==> src/sobel_gradient_magnitude_unit_assert.svh <==
// Assertion macros for the Sobel gradient magnitude unit.
`ifndef SOBEL_GRADIENT_MAGNITUDE_UNIT_ASSERT_SVH
`define SOBEL_GRADIENT_MAGNITUDE_UNIT_ASSERT_SVH

// A condition that must hold at every clock edge out of reset.
`define SGM_ASSERT_ALWAYS(label, clk, rstn, cond) \
    label: assert property (@(posedge clk) disable iff (!(rstn)) (cond)) \
        else $error("sgm invariant violated");

// A condition that must hold in the cycle after a trigger.
`define SGM_ASSERT_NEXT(label, clk, rstn, ante, cons) \
    label: assert property (@(posedge clk) disable iff (!(rstn)) (ante) |=> (cons)) \
        else $error("sgm sequence violated");

`endif

==> src/sgm_pkg.sv <==
// Shared types and constants of the Sobel gradient magnitude unit.
package sgm_pkg;

    localparam int PIX_W      = 8;
    localparam int POS_W      = 11;
    localparam int SIZE_W     = 12;
    localparam int ROOT_W     = 16;
    localparam int ROOT_STEPS = 8;

    localparam logic [ROOT_W-1:0] ROOT_TRIAL_FIRST = 16'h4000;
    localparam logic [PIX_W-1:0]  MAG_LIMIT        = 8'd255;
    localparam logic [20:0]       SQ_LIMIT         = 21'd65025;

    localparam logic OP_PIXEL = 1'b0;
    localparam logic OP_DRAIN = 1'b1;

    localparam logic REG_FRAME_WIDTH  = 1'b0;
    localparam logic REG_FRAME_HEIGHT = 1'b1;

    typedef struct packed {
        logic [POS_W-1:0] row;
        logic [POS_W-1:0] col;
        logic             last;
        logic             zero;
        logic             sat;
    } meta_t;

    typedef struct packed {
        logic              valid;
        logic [ROOT_W-1:0] rem;
        logic [ROOT_W-1:0] root;
        logic [ROOT_W-1:0] trial;
        meta_t             meta;
    } root_t;

endpackage

==> src/sgm_root_cell.sv <==
// One cell of the square root chain: resolves one result bit per stage.
module sgm_root_cell (
    input  logic          aclk,
    input  logic          aresetn,
    input  logic          en,
    input  sgm_pkg::root_t in_data,
    output sgm_pkg::root_t out_data
);

    import sgm_pkg::*;

    root_t           out_reg;
    root_t           out_next;
    logic [ROOT_W:0] trial_sum;
    logic            take;

    always_comb begin
        trial_sum = {1'b0, in_data.root} + {1'b0, in_data.trial};
        take      = {1'b0, in_data.rem} >= trial_sum;
        out_next       = in_data;
        out_next.trial = in_data.trial >> 2;
        if (take) begin
            out_next.rem  = in_data.rem - trial_sum[ROOT_W-1:0];
            out_next.root = (in_data.root >> 1) + in_data.trial;
        end else begin
            out_next.root = in_data.root >> 1;
        end
    end

    always_ff @(posedge aclk) begin
        if (!aresetn) begin
            out_reg.valid <= 1'b0;
        end else if (en) begin
            out_reg.valid <= out_next.valid;
        end
        if (en) begin
            out_reg.rem   <= out_next.rem;
            out_reg.root  <= out_next.root;
            out_reg.trial <= out_next.trial;
            out_reg.meta  <= out_next.meta;
        end
    end

    assign out_data = out_reg;

endmodule

==> config.mk <==
export PLATFORM = sky130hd
export DESIGN_NAME = sgm_root_cell
export DESIGN_NICKNAME = d
export VERILOG_FILES = /design/src/sobel_gradient_magnitude_unit_assert.svh /design/src/sgm_pkg.sv /design/src/sgm_root_cell.sv
export SDC_FILE = /design/constraint.sdc
export NUM_CORES = 1
export LEC_CHECK = 0
export BUFFER_PORTS_ARGS = -buffer_cell sky130_fd_sc_hd__buf_2
export CAP_MARGIN = 20
export CORE_AREA = 2 2 96 98
export DETAILED_ROUTE_END_ITERATION = 12
export DIE_AREA = 0 0 98 100
export GPL_TIMING_DRIVEN = 0
export PLACE_DENSITY = 0.95
export RECOVER_POWER = 50
export SLEW_MARGIN = 20
export SYNTH_ARGS = -nofsm -noshare
export SYNTH_HDL_FRONTEND = slang
export SYNTH_SLANG_ARGS = --single-unit
==> constraint.sdc <==
create_clock -name aclk -period 15.1 [get_ports aclk]
set_input_delay 2.265 -clock aclk [delete_from_list [all_inputs] [get_ports aclk]]
set_output_delay 2.265 -clock aclk [all_outputs]
set_load 0.01 [all_outputs]
---- Word level (Yosys, flattened, before mapping) ----
Cells that the tools add are included.
cells by class
  add/subtract/negate cells ............... 3
  $lt $le $gt $ge ......................... 1
  multiplexer cells ....................... 2
operators by type and width
  operator                                      count
  adder 16 x 16 -> 17 bit                       1
  greater-or-equal comparator 16 x 17 -> 1 bit  1
  adder 15 x 16 -> 16 bit                       1
  two-way mux 16 bit                            1
  subtractor 16 bit                             1
  two-way mux 15 bit                            1
storage, ports and cells
  register bits after elaboration ......... 72
  bits of input ports ..................... 77
  output and inout port bits .............. 74
  word-level logic and storage cells ...... 16

---- Logic depth before layout (Yosys ltp) ----
  depth after elaboration ................. 3
  depth in mapped cells ................... 18
  gate-level depth less buffers ........... 17

---- Worst setup path after synthesis ----
No wires, ideal clock.
  kind .................................... input to register
  start point ............................. in in_data[25] in the netlist's numbering
  end point ............................... reg out_reg (netlist bit out_data[41]), data pin
  setup time .............................. 0.260 ns
  arrival time ............................ 6.088 ns
  required time ........................... 14.840 ns
  slack ................................... 8.751 ns
  stages on the path ...................... 18
  buffers on the path ..................... 1
  cell sequence ........................... ha_1 fa_1 a211oi_2 o21ai_1 a21o_1 a21o_1 a21o_1 a21oi_1 xor2_1 ha_1 nand2_1 o21ai_1 nor2_1 nor3_1 a2111oi_4 a2111oi_4 buf_6 mux2_4
RTL lines
  item         line                 RTL
  from (decl)  sgm_root_cell.sv:6   input sgm_pkg::root_t in_data,
  to (decl)    sgm_root_cell.sv:12  root_t out_reg;

==> metrics.cfg <==
[global_route]
first_global_vias = 3792
grt_pass1_wl_um = 17700
track_usage_pct = 22.7
overflow = 0
grt_max_degree = 46
antenna_found_initial = 0

[sta]
fmax_mhz = 143
fin_crit_sh_pct = 46.5
timing.hold.ws_ns = 0.575
slew_viol_final = 75
hold_viol = 0
finalSetupTns_ns = 0
finalSetupViolCount = 0
slew_headroom_pct = -51.0
fin_worst_skew_ns = 0
worst_pin_slew_ns = 2.26
period_minus_slack_ns = 7.01
rsz0062_at_grt = false

[cells_and_area]
fin_util_pct = 66.3
fillers = 657
fin_area_um2 = 5890
num_antenna_cells = 0
final_common_cell = buf_2
largest_reg_flops = 72
drive_gt1_share_pct = 33.4
fin_cells = 671
fin_nets = 682
layout_common_cells = 132 x buf_2, 71 x edfxtp_1, 47 x ha_1
syn2layout_area_growth_pct = 22.6

[yosys]
synthArstFlopShare_pct = 0
synth_cell_types = 51
synthFlopType = edfxtp_1
avgSynthCellArea_um2 = 12.2
synth-edff-count = 71
syn_inst = 394
syn_area_um2 = 4800
ys_warn_count = 0
ys_seq_elements = 72
synth-seq-area-share_pct = 44.8

[detailed_routing]
wl_met1_um = 4460
met3_length_um = 844
wl_um = 11600
first_iter_violations = 168
avgViaCountPerCell = 5.78
top_layer_used = met4
dr_wl_met2_um = 5910
firstDrtPassIters = 5
vias = 3881
wl_per_cell_um = 17.3
drc = 0
ant_nets = 0

[cts]
cts_tree = done
clockRootBuffer = clkbuf_8
cts_resized = 0
holdBufCountCts = 0
path_clk_slew_ns = 0.09
post-cts-setup-buffers = 0
clock_latency_ns = 0.36
htree_num_levels = 3
cts_buffers = 9
cts_buffer_depth = 2
cts_sinks = 72

[setup_path]
worst-r2r-cell-count = 2
slowest_stage = a2111oi_0
crit_required_ns = 15.20
crit_family = compound AO/OA/AOI/OAI gates
end_kind = flop
start_kind = input port
cp_num_buf_inv = 2
path_cells = clkbuf_1, ha_1, o21a_1, a2111oi_0, o311ai_0, o21ai_0, nand2b_1, a21oi_1, xor2_1, ha_1, nand2_1, o21ai_0, a2111oi_4, a2111oi_4, buf_6, mux2_4
max_stage_delay_ns = 0.78
crit_fanout = 10
cp.arrival_ns = 7.11
critPathKind = in -> reg
crit_cells = 16

[run_status]
violations = max-capacitance violations, max-slew violations
status = finished with violations

[pwr]
seqPwrFrac_pct = 37.4
p_int_w = 0.000468
power_frac_comb_pct = 37.8
swShare_pct = 31.8
p_switching_w = 0.000218
ir_worst_vdd_uv = 55.0
power_leakage_nw = 2.59
clkPwrFrac_pct = 24.8
p_per_area_nw_per_um2 = 117

[floorplan]
rows = 35
io_pins = 151
die_h_um = 100
die_w_um = 98
dieArea_um2 = 9800
coreArea_um2 = 8890
start_util_pct = 54.0

[placed_design]
place_area_um2 = 5710
io_buffers = 148
dp_hpwl_um = 8920
dp_cells = 655
gp_congestion = 0.824

[run]
drv_cap = 2

[worst_hold_path]
hp-class = reg -> reg
whs_path_depth = 2

worst paths after layout:
check,startpoint,end,slack [ns]
min reg2reg,out_data[73],out_data[73],0.57
max reg2reg,out_data[73],out_data[73],14.44
min,out_data[73],out_data[73],0.57
max,in_data[27],out_data[62],8.09
cell usage after synthesis, types with 9 or more instances:
master,instances,area [µm²]
edfxtp_1,71,2130
ha_1,47,588
a21oi_1,31,155
mux2_4,27,405
nor2_1,23,86.3
o21ai_0,23,115
xnor2_1,20,175
nand2_1,15,56.3
a21o_1,14,105
inv_1,14,52.6
xor2_1,12,105
o21a_1,9,67.6
cells by family (layout without fill, tap and decap cells):
| kind of cell | count (synthesis) | in the layout | synth area share [%] |
|---|---|---|---|
| AO/OA/AOI/OAI | 116 | 116 | 16.8 |
| buffers and inverters | 20 | 185 | 2.19 |
| AND/OR/NAND/NOR | 71 | 71 | 7.32 |
| multiplexers | 32 | 32 | 9.53 |
| XOR/XNOR | 32 | 32 | 5.83 |
| adder cells (fa/ha/maj) | 50 | 50 | 13.5 |
| other | 1 | 2 | 0.0781 |
| flip-flops | 72 | 72 | 44.8 |
layout make-up:
class	count	area [µm²]	share of cell area [%]
well taps	111	139	2.36
plain buffers	6	52.6	0.892
clock buffers	10	128	2.17
repair buffers	149	724	12.3
inverters	14	52.6	0.892
flip-flops and latches	72	2150	36.5
multi-input cells	303	2550	43.3
clock inverters	6	92.6	1.57
power by group through the flow:
stage                     logic [W]  registers (W)  clock network (W)
after floorplan            0.000170       0.000275                  0
after CTS                  0.000259       0.000256           0.000173
after detailed placement   0.000256       0.000260                  0
final                      0.000260       0.000256           0.000170
after global placement     0.000244       0.000260                  0
after global routing       0.000281       0.000259           0.000180
through the flow:
step	setup WS, ns	power, W
2_1_floorplan	8.75	0.000444
5_1_grt	7.83	0.000720
3_5_place_dp	7.85	0.000517
6_report	8.09	0.000687
3_3_place_gp	8.14	0.000504
4_1_cts	8.18	0.000688
routing by layer:
| layer | GRT usage [%] | vias up |
|---|---|---|
| li1 | - | 1841 |
| met1 | 26.0 | 1827 |
| met2 | 41.5 | 180 |
| met3 | 4.94 | 33 |
| met4 | 9.29 | 0 |
| met5 | 0 | - |
worst reg2reg max path: cells and delay by family (launching register included):
kind | cells | cell delay [ns]
flops | 1 | 0.33
mux | 1 | 0.15
simple gates | 1 | 0.07
Power figures use the tool's default switching activity.
